**src/hdl/wcc_pkg.sv**
```systemverilog
// ----------------------------------------------------------------------------
// wcc_pkg
// shared types and codes for the window compare clamp unit
// ----------------------------------------------------------------------------
package wcc_pkg;

    localparam int DATA_W = 16;
    localparam int OFS_W  = 4;
    localparam int BE_W   = 2;

    typedef logic [DATA_W-1:0] word_t;
    typedef logic [OFS_W-1:0]  offset_t;
    typedef logic [BE_W-1:0]   byte_en_t;

    // access kind
    localparam logic KIND_READ  = 1'b0;
    localparam logic KIND_WRITE = 1'b1;

    // register offsets
    localparam offset_t OFS_BOUND_FIRST  = 4'h0;
    localparam offset_t OFS_BOUND_SECOND = 4'h1;
    localparam offset_t OFS_TEST_HIST    = 4'h2;
    localparam offset_t OFS_STATUS       = 4'h3;
    localparam offset_t OFS_HISTORY      = 4'h4;
    localparam offset_t OFS_BOUND_ALIAS  = 4'h5;
    localparam offset_t OFS_TEST_PLAIN   = 4'h6;
    localparam offset_t OFS_CLAMPED      = 4'h7;

    localparam word_t UNMAPPED_WORD = 16'hFFFF;

    // range status, read back in the top two bits of the status word
    typedef enum logic [1:0] {
        STATUS_INSIDE = 2'd0,
        STATUS_ABOVE  = 2'd1,
        STATUS_BELOW  = 2'd2
    } status_t;

    typedef struct packed {
        status_t status;
        word_t   clamped;
    } cmp_result_t;

endpackage

```
**src/hdl/wcc_cmp.sv**
```systemverilog
// ----------------------------------------------------------------------------
// wcc_cmp
// signed window compare and clamp of one test value against two bounds
// ----------------------------------------------------------------------------
module wcc_cmp (
    input  wcc_pkg::word_t       bound_first,
    input  wcc_pkg::word_t       bound_second,
    input  wcc_pkg::word_t       test_value,
    output wcc_pkg::cmp_result_t result
);
    import wcc_pkg::*;

    logic signed [DATA_W-1:0] a;
    logic signed [DATA_W-1:0] b;
    logic signed [DATA_W-1:0] v;
    logic signed [DATA_W-1:0] lo;
    logic signed [DATA_W-1:0] hi;

    assign a = $signed(bound_first);
    assign b = $signed(bound_second);
    assign v = $signed(test_value);

    // window edges in either bound order
    assign lo = (a < b) ? a : b;
    assign hi = (a > b) ? a : b;

    always_comb
    begin
        if (v < lo)
        begin
            result.status  = STATUS_BELOW;
            result.clamped = word_t'(lo);
        end
        else if (v > hi)
        begin
            result.status  = STATUS_ABOVE;
            result.clamped = word_t'(hi);
        end
        else
        begin
            result.status  = STATUS_INSIDE;
            result.clamped = test_value;
        end
    end

endmodule

```
**src/hdl/window_compare_clamp_unit.sv**
```systemverilog
// ----------------------------------------------------------------------------
// window_compare_clamp_unit
// bus-mapped signed window compare with clamp, status and inside history
// ----------------------------------------------------------------------------
// One bus access is an item on the request channel. Items go into an input
// register; in the next cycle a write updates the bounds, test value, status,
// clamped value and history, and a read loads its data into a result
// register that drives the response channel. Writes give no response item.
// A new item is accepted in every cycle, also while a read result waits on a
// stalled response, until the input register holds a read that cannot move
// on; a read's response valid rises as it moves into the result register.
// The compare and clamp use the merged register values of the same write, so
// a read that follows a write always sees its effect.
module window_compare_clamp_unit (
    input  logic              clk,
    input  logic              rst_n,
    // request channel
    input  logic              req_valid,
    output logic              req_stall,
    input  logic              kind,
    input  wcc_pkg::offset_t  reg_offset,
    input  wcc_pkg::word_t    write_data,
    input  wcc_pkg::byte_en_t byte_enable,
    // response channel
    output logic              rsp_valid,
    input  logic              rsp_stall,
    output wcc_pkg::word_t    read_data
);
    import wcc_pkg::*;

    // replace only the enabled bytes
    function automatic word_t merge_bytes(word_t old, word_t data, byte_en_t be);
        word_t r;
        r[15:8] = be[1] ? data[15:8] : old[15:8];
        r[7:0]  = be[0] ? data[7:0]  : old[7:0];
        return r;
    endfunction

    // input register
    logic     s1_valid_reg;
    logic     s1_kind_reg;
    offset_t  s1_offset_reg;
    word_t    s1_data_reg;
    byte_en_t s1_be_reg;

    // result register
    logic     rsp_valid_reg;
    word_t    rsp_data_reg;
    word_t    rsp_data_next;

    // block state
    word_t    bound_first_reg, bound_first_next;
    word_t    bound_second_reg, bound_second_next;
    word_t    test_value_reg, test_value_next;
    status_t  status_reg, status_next;
    word_t    clamped_reg, clamped_next;
    logic [1:0] history_reg, history_next;

    logic        s1_is_write;
    logic        s1_is_read;
    logic        s1_advance;
    logic        accept;
    logic        recompare;
    cmp_result_t cmp;

    assign s1_is_write = s1_valid_reg && (s1_kind_reg == KIND_WRITE);
    assign s1_is_read  = s1_valid_reg && (s1_kind_reg == KIND_READ);

    // a write always retires; a read needs a free or draining result register
    assign s1_advance = s1_is_write || (s1_is_read && (!rsp_valid_reg || !rsp_stall));
    assign req_stall  = s1_valid_reg && !s1_advance;
    assign accept     = req_valid && !req_stall;

    always_ff @(posedge clk or negedge rst_n)
    begin
        if (!rst_n)
        begin
            s1_valid_reg <= 1'b0;
        end
        else if (accept)
        begin
            s1_valid_reg <= 1'b1;
        end
        else if (s1_advance)
        begin
            s1_valid_reg <= 1'b0;
        end
    end

    // item payload, no reset needed
    always_ff @(posedge clk)
    begin
        if (accept)
        begin
            s1_kind_reg   <= kind;
            s1_offset_reg <= reg_offset;
            s1_data_reg   <= write_data;
            s1_be_reg     <= byte_enable;
        end
    end

    // write decode with merged values
    always_comb
    begin
        bound_first_next  = bound_first_reg;
        bound_second_next = bound_second_reg;
        test_value_next   = test_value_reg;
        recompare         = 1'b0;
        if (s1_is_write)
        begin
            case (s1_offset_reg)
                OFS_BOUND_FIRST:
                begin
                    bound_first_next = merge_bytes(bound_first_reg, s1_data_reg, s1_be_reg);
                    recompare        = 1'b1;
                end
                OFS_BOUND_SECOND:
                begin
                    bound_second_next = merge_bytes(bound_second_reg, s1_data_reg, s1_be_reg);
                    recompare         = 1'b1;
                end
                OFS_TEST_HIST, OFS_TEST_PLAIN:
                begin
                    test_value_next = merge_bytes(test_value_reg, s1_data_reg, s1_be_reg);
                    recompare       = 1'b1;
                end
                default:
                begin
                    recompare = 1'b0;
                end
            endcase
        end
    end

    wcc_cmp u_cmp (
        .bound_first  (bound_first_next),
        .bound_second (bound_second_next),
        .test_value   (test_value_next),
        .result       (cmp)
    );

    // status, clamp and history updates
    always_comb
    begin
        status_next  = recompare ? cmp.status  : status_reg;
        clamped_next = recompare ? cmp.clamped : clamped_reg;
        history_next = history_reg;
        if (s1_is_write && (s1_offset_reg == OFS_TEST_HIST))
        begin
            // shift in the inside flag of this compare
            history_next = {history_reg[0], (cmp.status == STATUS_INSIDE)};
        end
        else if (s1_is_write && (s1_offset_reg == OFS_HISTORY))
        begin
            // cleared whatever the byte enables
            history_next = 2'b00;
        end
    end

    always_ff @(posedge clk or negedge rst_n)
    begin
        if (!rst_n)
        begin
            bound_first_reg  <= '0;
            bound_second_reg <= '0;
            test_value_reg   <= '0;
            status_reg       <= STATUS_INSIDE;
            clamped_reg      <= '0;
            history_reg      <= 2'b00;
        end
        else
        begin
            bound_first_reg  <= bound_first_next;
            bound_second_reg <= bound_second_next;
            test_value_reg   <= test_value_next;
            status_reg       <= status_next;
            clamped_reg      <= clamped_next;
            history_reg      <= history_next;
        end
    end

    // read decode
    always_comb
    begin
        case (s1_offset_reg)
            OFS_BOUND_FIRST:                  rsp_data_next = bound_first_reg;
            OFS_BOUND_SECOND, OFS_BOUND_ALIAS: rsp_data_next = bound_second_reg;
            OFS_TEST_HIST, OFS_TEST_PLAIN:    rsp_data_next = test_value_reg;
            OFS_STATUS:                       rsp_data_next = {status_reg, 14'd0};
            OFS_HISTORY:                      rsp_data_next = {14'd0, history_reg};
            OFS_CLAMPED:                      rsp_data_next = clamped_reg;
            default:                          rsp_data_next = UNMAPPED_WORD;
        endcase
    end

    // result register
    always_ff @(posedge clk or negedge rst_n)
    begin
        if (!rst_n)
        begin
            rsp_valid_reg <= 1'b0;
        end
        else if (s1_is_read && s1_advance)
        begin
            rsp_valid_reg <= 1'b1;
        end
        else if (!rsp_stall)
        begin
            rsp_valid_reg <= 1'b0;
        end
    end

    always_ff @(posedge clk)
    begin
        if (s1_is_read && s1_advance)
        begin
            rsp_data_reg <= rsp_data_next;
        end
    end

    assign rsp_valid = rsp_valid_reg;
    assign read_data = rsp_data_reg;

endmodule
```
**config.mk**
```make
export PLATFORM = sky130hd
export DESIGN_NAME = window_compare_clamp_unit
export DESIGN_NICKNAME = d
export VERILOG_FILES = /design/src/hdl/wcc_pkg.sv /design/src/hdl/wcc_cmp.sv /design/src/hdl/window_compare_clamp_unit.sv
export SDC_FILE = /design/constraint.sdc
export NUM_CORES = 1
export LEC_CHECK = 0
export BUFFER_PORTS_ARGS = -buffer_cell sky130_fd_sc_hd__buf_4
export CAP_MARGIN = 20
export CORE_ASPECT_RATIO = 1.4
export CORE_MARGIN = 3
export CORE_UTILIZATION = 55
export CTS_CLUSTER_DIAMETER = 60
export DETAILED_ROUTE_END_ITERATION = 10
export HOLD_SLACK_MARGIN = 0.06
export PLACE_DENSITY_LB_ADDON = 0.05
export SYNTH_ARGS = -nofsm -noshare
export SYNTH_HDL_FRONTEND = slang
export SYNTH_SLANG_ARGS = --single-unit
```
**constraint.sdc**
```tcl
create_clock -name clk -period 15.3 [get_ports clk]
set_input_delay 3.06 -clock clk [delete_from_list [all_inputs] [get_ports clk]]
set_output_delay 3.06 -clock clk [all_outputs]
set_load 0.02 [all_outputs]
```
# [Yosys cells after proc, flatten, opt, wreduce, memory -nomap -nowiden]
# Cells that the tools add are included.
[totals] reg_bits=109 input_bits=27 output_inout_bits=18 wordCells=72
[classes] magnitude_cmp=4 eq_ne=8 muxes=25 bitwise=1 n_reduce_logical=21
[op_table] cell="$mux W16" count=8
[op_table] cell="$pmux W16 S6" count=1
[op_table] cell="$mux W8" count=6
[op_table] cell="$gt A16 B16 Y1" count=2
[op_table] cell="$lt A16 B16 Y1" count=2
[op_table] cell="$mux W18" count=1
[op_table] cell="$mux W17" count=1
[op_table] cell="$eq A4 B3 Y1 const B" count=4
[op_table] cell="$eq A4 B2 Y1 const B" count=2
[op_table] cell="$logic_and A1 B1 Y1" count=8
[op_table] cell="$mux W1" count=6
[op_table] cell="$eq A4 B1 Y1 const B" count=1
[op_table] cell="$logic_not A1 Y1" count=4
[op_table] cell="$logic_not A4 Y1" count=1
[op_table] cell="$mux W2" count=2
[op_table] cell="$reduce_bool A2 Y1" count=2
[op_table] cell="$reduce_or A2 Y1" count=2
[op_table] cell="$reduce_or A4 Y1" count=1
[op_table] cell="$logic_not A2 Y1" count=1
[op_table] cell="$logic_or A1 B1 Y1" count=2
[op_table] cell="$ne A2 B1 Y1 const B" count=1
[op_table] cell="$not A1 Y1" count=1

# [Longest topological paths before layout]
[logic_depth] depth_word=10 depth_mapped=25 depth_no_buf=21

# [By module]
# Synthesis repeated with hierarchy kept, for this count alone.
[unflattened] cells_unflattened=565 hier_area_um2=6652.6
[modules_own_cells] module="window_compare_clamp_unit" instances=1 cells_each=295 area_per_inst_um2=4480.5 seq_area_each_um2=2922.8
[modules_own_cells] module="wcc_cmp" instances=1 cells_each=270 area_per_inst_um2=2172.1 seq_area_each_um2=0.0

# [Least setup slack after synthesis]
# OpenSTA, ideal clock, no wires.
[synth_timing] kind="input-to-output" startpoint="input port rsp_stall" endpoint="output port req_stall" arrival_ns=3.566 t_required_ns=12.240 setup_slack_ns=8.674 stages=3 n_path_buf=0 path_cell_list="nand2_1 -> or2_2 -> inv_1"
[synth_between] elab_chain_cells=6
[synth_lines] element="start, declared" line_no="window_compare_clamp_unit.sv:26" source="input logic rsp_stall,"
[synth_lines] element="$logic_not A1 Y1"
[synth_lines] element="$logic_or A1 B1 Y1" line_no="window_compare_clamp_unit.sv:70" source="assign s1_advance = s1_is_write || (s1_is_read && (!rsp_valid_reg || !rsp_stall));"
[synth_lines] element="$logic_and A1 B1 Y1" line_no="window_compare_clamp_unit.sv:70"
[synth_lines] element="$logic_or A1 B1 Y1" line_no="window_compare_clamp_unit.sv:70"
[synth_lines] element="$logic_not A1 Y1" line_no="window_compare_clamp_unit.sv:71" source="assign req_stall = s1_valid_reg && !s1_advance;"
[synth_lines] element="$logic_and A1 B1 Y1" line_no="window_compare_clamp_unit.sv:71"
[synth_lines] element="end, declared" line_no="window_compare_clamp_unit.sv:19" source="output logic req_stall,"
# No other way between the ends.

# [Final worst setup path]
[layout_timing] startpoint="register s1_offset_reg[1]" endpoint="register clamped_reg[0]"
[layout_between] elab_chain_cells=8 elab_cells_between_ends=22 classes_between="order compare: 4; eq/ne: 3; mux: 12; reduce/logical: 3"
[layout_lines] element="start, declared" line_no="window_compare_clamp_unit.sv:42" source="offset_t s1_offset_reg;"
[layout_lines] element="start signal, assigned" line_no="window_compare_clamp_unit.sv:96" source="s1_offset_reg <= reg_offset;"
[layout_lines] element="$logic_not A4 Y1 *" line_no="window_compare_clamp_unit.sv:111" source="case (s1_offset_reg)"
[layout_lines] element="$mux W16 *" line_no="window_compare_clamp_unit.sv:111"
[layout_lines] element="$mux W16 *" line_no="window_compare_clamp_unit.sv:109" source="if (s1_is_write)"
[layout_lines] element="net bound_first_next[15]" line_no="window_compare_clamp_unit.sv:52" source="word_t bound_first_reg, bound_first_next;"
[layout_lines] element="$gt A16 B16 Y1" line_no="wcc_cmp.sv:25" source="assign hi = (a > b) ? a : b;"
[layout_lines] element="$mux W16" line_no="wcc_cmp.sv:25"
[layout_lines] element="$gt A16 B16 Y1" line_no="wcc_cmp.sv:34" source="else if (v > hi)"
[layout_lines] element="$mux W17" line_no="wcc_cmp.sv:34"
[layout_lines] element="$mux W18 *" line_no="wcc_cmp.sv:29" source="if (v < lo)"
[layout_lines] element="end signal, assigned" line_no="window_compare_clamp_unit.sv:177" source="clamped_reg <= clamped_next;"
[layout_lines] element="end, declared" line_no="window_compare_clamp_unit.sv:56" source="word_t clamped_reg, clamped_next;"
# Mark *: on every way through the listed nets, which the timed path passes. The rest lies on a longest branch.
# A chain may end at the register's enable or synchronous reset.

==> flow_summary.html <==
<table>
<tr><th>Metric</th><th>Value</th></tr>
<tr><th colspan="2">Clock tree</th></tr>
<tr><td>TritonCTS buffer count</td><td>9</td></tr>
<tr><td>Number of levels in the clock H-tree</td><td>3</td></tr>
<tr><td>Clock root buffer</td><td>sky130_fd_sc_hd__clkbuf_16</td></tr>
<tr><td>Deepest clock path buffer count</td><td>2</td></tr>
<tr><td>Register clock-pin slew on the reported worst setup and hold paths</td><td>0.07 ns</td></tr>
<tr><td>CTS hold repair buffers</td><td>0</td></tr>
<tr><td>Clock tree from TritonCTS</td><td>built</td></tr>
<tr><td>Worst-skew pair later-pin latency</td><td>0.35 ns</td></tr>
<tr><td>Post-CTS repair timing setup buffer count</td><td>0</td></tr>
<tr><td>CTS sink cnt</td><td>109</td></tr>
<tr><td>Quantity of gates resized following cts</td><td>0</td></tr>
<tr><th colspan="2">Worst setup path</th></tr>
<tr><td>Path type of the worst setup path</td><td>register to register</td></tr>
<tr><td>Signal arrival time at the worst endpoint</td><td>7.67 ns</td></tr>
<tr><td>Flop-to-flop setup slack</td><td>7.91 ns</td></tr>
<tr><td>Number of cells traversed by the worst register-to-register path</td><td>21</td></tr>
<tr><td>Crit path launch type</td><td>register</td></tr>
<tr><td>Startpoint of the lowest-slack register-to-register path</td><td>s1_offset_reg[1]$_DFFE_PP_</td></tr>
<tr><td>Critical Path RT</td><td>15.58 ns</td></tr>
<tr><td>CP max FO</td><td>24</td></tr>
<tr><td>End of the worst register-to-register path</td><td>clamped_reg[0]$_DFFE_PN0P_</td></tr>
<tr><td>Worst Setup End Kind</td><td>register</td></tr>
<tr><th colspan="2">Timing</th></tr>
<tr><td>Fin worst setup slack</td><td>7.91 ns</td></tr>
<tr><td>Worst Tran Pin Value</td><td>1.10 ns</td></tr>
<tr><td>Post-route clock skew</td><td>0.00723 ns</td></tr>
<tr><td>RSZ-0062 raised after global routing</td><td>false</td></tr>
<tr><td>Minimum clock period after layout</td><td>7.39 ns</td></tr>
<tr><td>Final cycle utilization of the critical path</td><td>48.3%</td></tr>
<tr><td>FMAX</td><td>135 MHz</td></tr>
<tr><td>Final Setup Violations</td><td>0</td></tr>
<tr><td>Headroom to the max-slew limit</td><td>26.3%</td></tr>
<tr><td>Hold Fails Final Rpt</td><td>0</td></tr>
<tr><td>WHS</td><td>0.495 ns</td></tr>
<tr><td>Max-slew violations</td><td>0</td></tr>
<tr><td>Total negative slack for setup checks</td><td>0 ns</td></tr>
<tr><th colspan="2">Run status</th></tr>
<tr><td>Status</td><td>finished, final reports clean</td></tr>
<tr><th colspan="2">Place</th></tr>
<tr><td>Number of I/O port buffers</td><td>44</td></tr>
<tr><td>Pre-CTS setup slack</td><td>7.88 ns</td></tr>
<tr><td>Post-DP HPWL</td><td>11.7 mm</td></tr>
<tr><td>Instance area after placement</td><td>0.00681 mm²</td></tr>
<tr><td>Placer's final routability congestion estimate</td><td>0.923</td></tr>
<tr><td>DP Cell Count</td><td>733</td></tr>
<tr><th colspan="2">Floorplan</th></tr>
<tr><td>Number of placement rows</td><td>46</td></tr>
<tr><td>DIE WIDTH</td><td>97.2 µm</td></tr>
<tr><td>Die ar.</td><td>0.0130 mm²</td></tr>
<tr><td>Effective utilization at floorplan</td><td>56.4%</td></tr>
<tr><td>Total I/O pin count</td><td>45</td></tr>
<tr><td>Height of the die</td><td>134 µm</td></tr>
<tr><td>Placeable Area</td><td>0.0113 mm²</td></tr>
<tr><th colspan="2">Yosys</th></tr>
<tr><td>Synth Area in XOR/XNOR</td><td>0.137%</td></tr>
<tr><td>Main combinational cell family by area after synthesis</td><td>compound AO/OA/AOI/OAI gates</td></tr>
<tr><td>Share of cell area taken by muxes after synthesis</td><td>12.8%</td></tr>
<tr><td>Most used standard cells in the synthesized netlist</td><td>70 x sky130_fd_sc_hd__dfrtp_1, 62 x sky130_fd_sc_hd__mux2i_1, 46 x sky130_fd_sc_hd__ha_1</td></tr>
<tr><td>Count of flip-flops with a built-in enable after synthesis</td><td>39</td></tr>
<tr><td>Adder and majority gate portion of the synthesized area</td><td>9.00%</td></tr>
<tr><td>Library cell with the highest instance count after synthesis</td><td>sky130_fd_sc_hd__dfrtp_1</td></tr>
<tr><td>Number of instances in the synthesized netlist</td><td>566</td></tr>
<tr><td>Async set-reset flop share out of synthesis</td><td>64.2%</td></tr>
<tr><td>Synth top area cells</td><td>sky130_fd_sc_hd__dfrtp_1 27%, sky130_fd_sc_hd__edfxtp_1 18%, sky130_fd_sc_hd__mux2i_1 9.7%</td></tr>
<tr><td>Proportion of netlist area held by the largest area contributor</td><td>27.4%</td></tr>
<tr><td>Synth Cell Area</td><td>0.00640 mm²</td></tr>
<tr><td>Synthesized netlist net count</td><td>639</td></tr>
<tr><td>Mean cell area of the mapped netlist</td><td>11.3 µm²</td></tr>
<tr><td>Number of register bits inferred by synthesis</td><td>109</td></tr>
<tr><td>Portion of the post-synthesis area used by sequential elements</td><td>45.7%</td></tr>
<tr><td>Library cell with the largest summed area after synthesis</td><td>sky130_fd_sc_hd__dfrtp_1</td></tr>
<tr><td>Post-synthesis share of cell area spent on and, or, nand and nor gates</td><td>9.78%</td></tr>
<tr><td>Synth Area in Compound Gates</td><td>18.1%</td></tr>
<tr><td>Number of unique standard cell types used by synthesis</td><td>67</td></tr>
<tr><td>Yosys warns</td><td>0</td></tr>
<tr><td>Post-synth top flop</td><td>sky130_fd_sc_hd__dfrtp_1</td></tr>
<tr><th colspan="2">Cells and area</th></tr>
<tr><td>Post-route non-filler standard cell count</td><td>751</td></tr>
<tr><td>ANT cells</td><td>0</td></tr>
<tr><td>Final-stage net count</td><td>675</td></tr>
<tr><td>Layout cell share with drive strength beyond 1</td><td>18.3%</td></tr>
<tr><td>Filler instances</td><td>887</td></tr>
<tr><td>Cell area after layout</td><td>0.00717 mm²</td></tr>
<tr><td>Area growth from synthesis to final layout</td><td>12.1%</td></tr>
<tr><th colspan="2">Global routing</th></tr>
<tr><td>Total congestion overflow</td><td>0</td></tr>
<tr><td>First-pass GRT wire length</td><td>26.8 mm</td></tr>
<tr><td>Number of global-route vias before repair</td><td>4996</td></tr>
<tr><td>Pin count of the biggest net entering global routing</td><td>71</td></tr>
<tr><td>Total track usage</td><td>26.5%</td></tr>
<tr><td>Initial antenna violation count</td><td>0</td></tr>
<tr><th colspan="2">Power and ir drop</th></tr>
<tr><td>Pwr/cell area</td><td>158 mW/mm²</td></tr>
<tr><td>Peak supply drop</td><td>0.0950 mV</td></tr>
<tr><td>Leakage power</td><td>3.33 nW</td></tr>
<tr><th colspan="2">Route</th></tr>
<tr><td>Post-route ant nets</td><td>0</td></tr>
<tr><td>Number of design-rule violations left by the first detailed-router iteration</td><td>366</td></tr>
<tr><td>Total wire length</td><td>16.9 mm</td></tr>
<tr><td>WL per Instance</td><td>22.4 µm</td></tr>
<tr><td>Number of remaining DRC errors</td><td>0</td></tr>
<tr><td>Number of vias per cell after detailed routing</td><td>6.40</td></tr>
<tr><td>Vias after detailed routing</td><td>4809</td></tr>
<tr><td>1st-pass router iterations</td><td>6</td></tr>
<tr><th colspan="2">Min path</th></tr>
<tr><td>Startpoint of the lowest-slack hold path</td><td>status_reg[0]$_DFFE_PN0P_</td></tr>
<tr><td>Capture endpoint of the worst hold path</td><td>status_reg[0]$_DFFE_PN0P_</td></tr>
<tr><td>Tightest Hold Check Type</td><td>register to register</td></tr>
<tr><td>Depth of the worst hold-timing path</td><td>2</td></tr>
<tr><th colspan="2">Run</th></tr>
<tr><td>Max-cap violations</td><td>0</td></tr>
</table>
placed cells by master (no fill, tap or decap), types with 3 or more instances in the layout:
master / instances
sky130_fd_sc_hd__a211o_1: 6
sky130_fd_sc_hd__a211oi_1: 6
sky130_fd_sc_hd__a21o_1: 13
sky130_fd_sc_hd__a21oi_1: 43
sky130_fd_sc_hd__a221oi_1: 3
sky130_fd_sc_hd__a222oi_1: 12
sky130_fd_sc_hd__a22o_1: 12
sky130_fd_sc_hd__and3_1: 4
sky130_fd_sc_hd__and4_1: 3
sky130_fd_sc_hd__buf_4: 50
sky130_fd_sc_hd__clkbuf_16: 9
sky130_fd_sc_hd__dfrtp_1: 70
sky130_fd_sc_hd__edfxtp_1: 39
sky130_fd_sc_hd__ha_1: 46
sky130_fd_sc_hd__inv_1: 35
sky130_fd_sc_hd__mux2_2: 15
sky130_fd_sc_hd__mux2i_1: 62
sky130_fd_sc_hd__nand2_1: 43
sky130_fd_sc_hd__nand2b_1: 4
sky130_fd_sc_hd__nand3_1: 10
sky130_fd_sc_hd__nand4_1: 4
sky130_fd_sc_hd__nor2_1: 15
sky130_fd_sc_hd__nor2b_1: 10
sky130_fd_sc_hd__o211ai_1: 8
sky130_fd_sc_hd__o211ai_2: 7
sky130_fd_sc_hd__o21a_1: 4
sky130_fd_sc_hd__o21ai_0: 15
sky130_fd_sc_hd__o31ai_1: 3
sky130_fd_sc_hd__or3_1: 5
area by class of cell:
type	instances	area, µm²	share of cell area, %
clock inverter	5	66.3	0.925
tap	144	180	2.51
sequential	109	2920	40.8
timing repair buffer	52	418	5.83
multi-input combinational	395	3200	44.6
clock buffer	11	253	3.52
inverter	35	131	1.83
logic make-up after synthesis:
kind of cell,after synthesis
AOI/OAI and AO/OA,153
muxes,79
buffers and inverters,62
xor gates and xnor gates,1
DFF,109
adders and majority gates,46
and+or+nand+nor,116
metrics by stage:
stage          power (mW)  util [%]
2_1_floorplan       0.760         -
6_report             1.13      63.2
3_3_place_gp        0.872      60.1
5_1_grt              1.20      63.2
3_5_place_dp        0.881      60.1
4_1_cts              1.13      62.9
per-layer routing:
metal / routed length, µm / part of all wire (%) / vias to the layer above / global-route usage [%]
li1: - / - / 2217 / -
met1: 6800 / 40 / 2367 / 32.1
met2: 8430 / 50 / 174 / 44.9
met3: 828 / 4.9 / 51 / 5.29
met4: 794 / 4.7 / 0 / 13.7
met5: 0 / 0 / - / 0
worst max-delay path, stage by stage (launching register included):
cell,delay [ns]
sky130_fd_sc_hd__edfxtp_1,0.74
sky130_fd_sc_hd__or4_4,0.70
sky130_fd_sc_hd__nor2_2,0.55
sky130_fd_sc_hd__mux2i_1,0.25
sky130_fd_sc_hd__inv_1,0.10
sky130_fd_sc_hd__ha_1,0.42
sky130_fd_sc_hd__nand4_1,0.12
sky130_fd_sc_hd__nor3_1,0.34
sky130_fd_sc_hd__o21ai_0,0.16
sky130_fd_sc_hd__a31o_2,0.29
sky130_fd_sc_hd__a2bb2oi_2,0.34
sky130_fd_sc_hd__buf_4,0.35
sky130_fd_sc_hd__mux2i_1,0.33
sky130_fd_sc_hd__ha_1,0.20
sky130_fd_sc_hd__and4_1,0.20
sky130_fd_sc_hd__nand3_1,0.15
sky130_fd_sc_hd__or3_1,0.41
sky130_fd_sc_hd__o21ai_0,0.43
sky130_fd_sc_hd__a21o_1,0.75
sky130_fd_sc_hd__nand2_1,0.12
sky130_fd_sc_hd__a21bo_1,0.22
sky130_fd_sc_hd__a31oi_1,0.15
power by group:
group / switching (mW) / total, mW / internal [mW]
combinational: 0.298 / 0.496 / 0.197
clock: 0.108 / 0.246 / 0.138
sequential: 0.0327 / 0.388 / 0.355
worst max path at each step:
stage,startpoint,endpoint,slack (ns)
after detailed placement,s1_offset_reg[3]$_DFFE_PP_,clamped_reg[0]$_DFFE_PN0P_,7.88
final,s1_offset_reg[1]$_DFFE_PP_,clamped_reg[0]$_DFFE_PN0P_,7.91
after floorplan,rsp_stall,req_stall,8.67
after global placement,s1_offset_reg[3]$_DFFE_PP_,clamped_reg[0]$_DFFE_PN0P_,8.01
after global routing,s1_offset_reg[1]$_DFFE_PP_,clamped_reg[0]$_DFFE_PN0P_,7.46
after CTS,s1_offset_reg[3]$_DFFE_PP_,clamped_reg[0]$_DFFE_PN0P_,7.84
(Power assumes the default switching activity.)
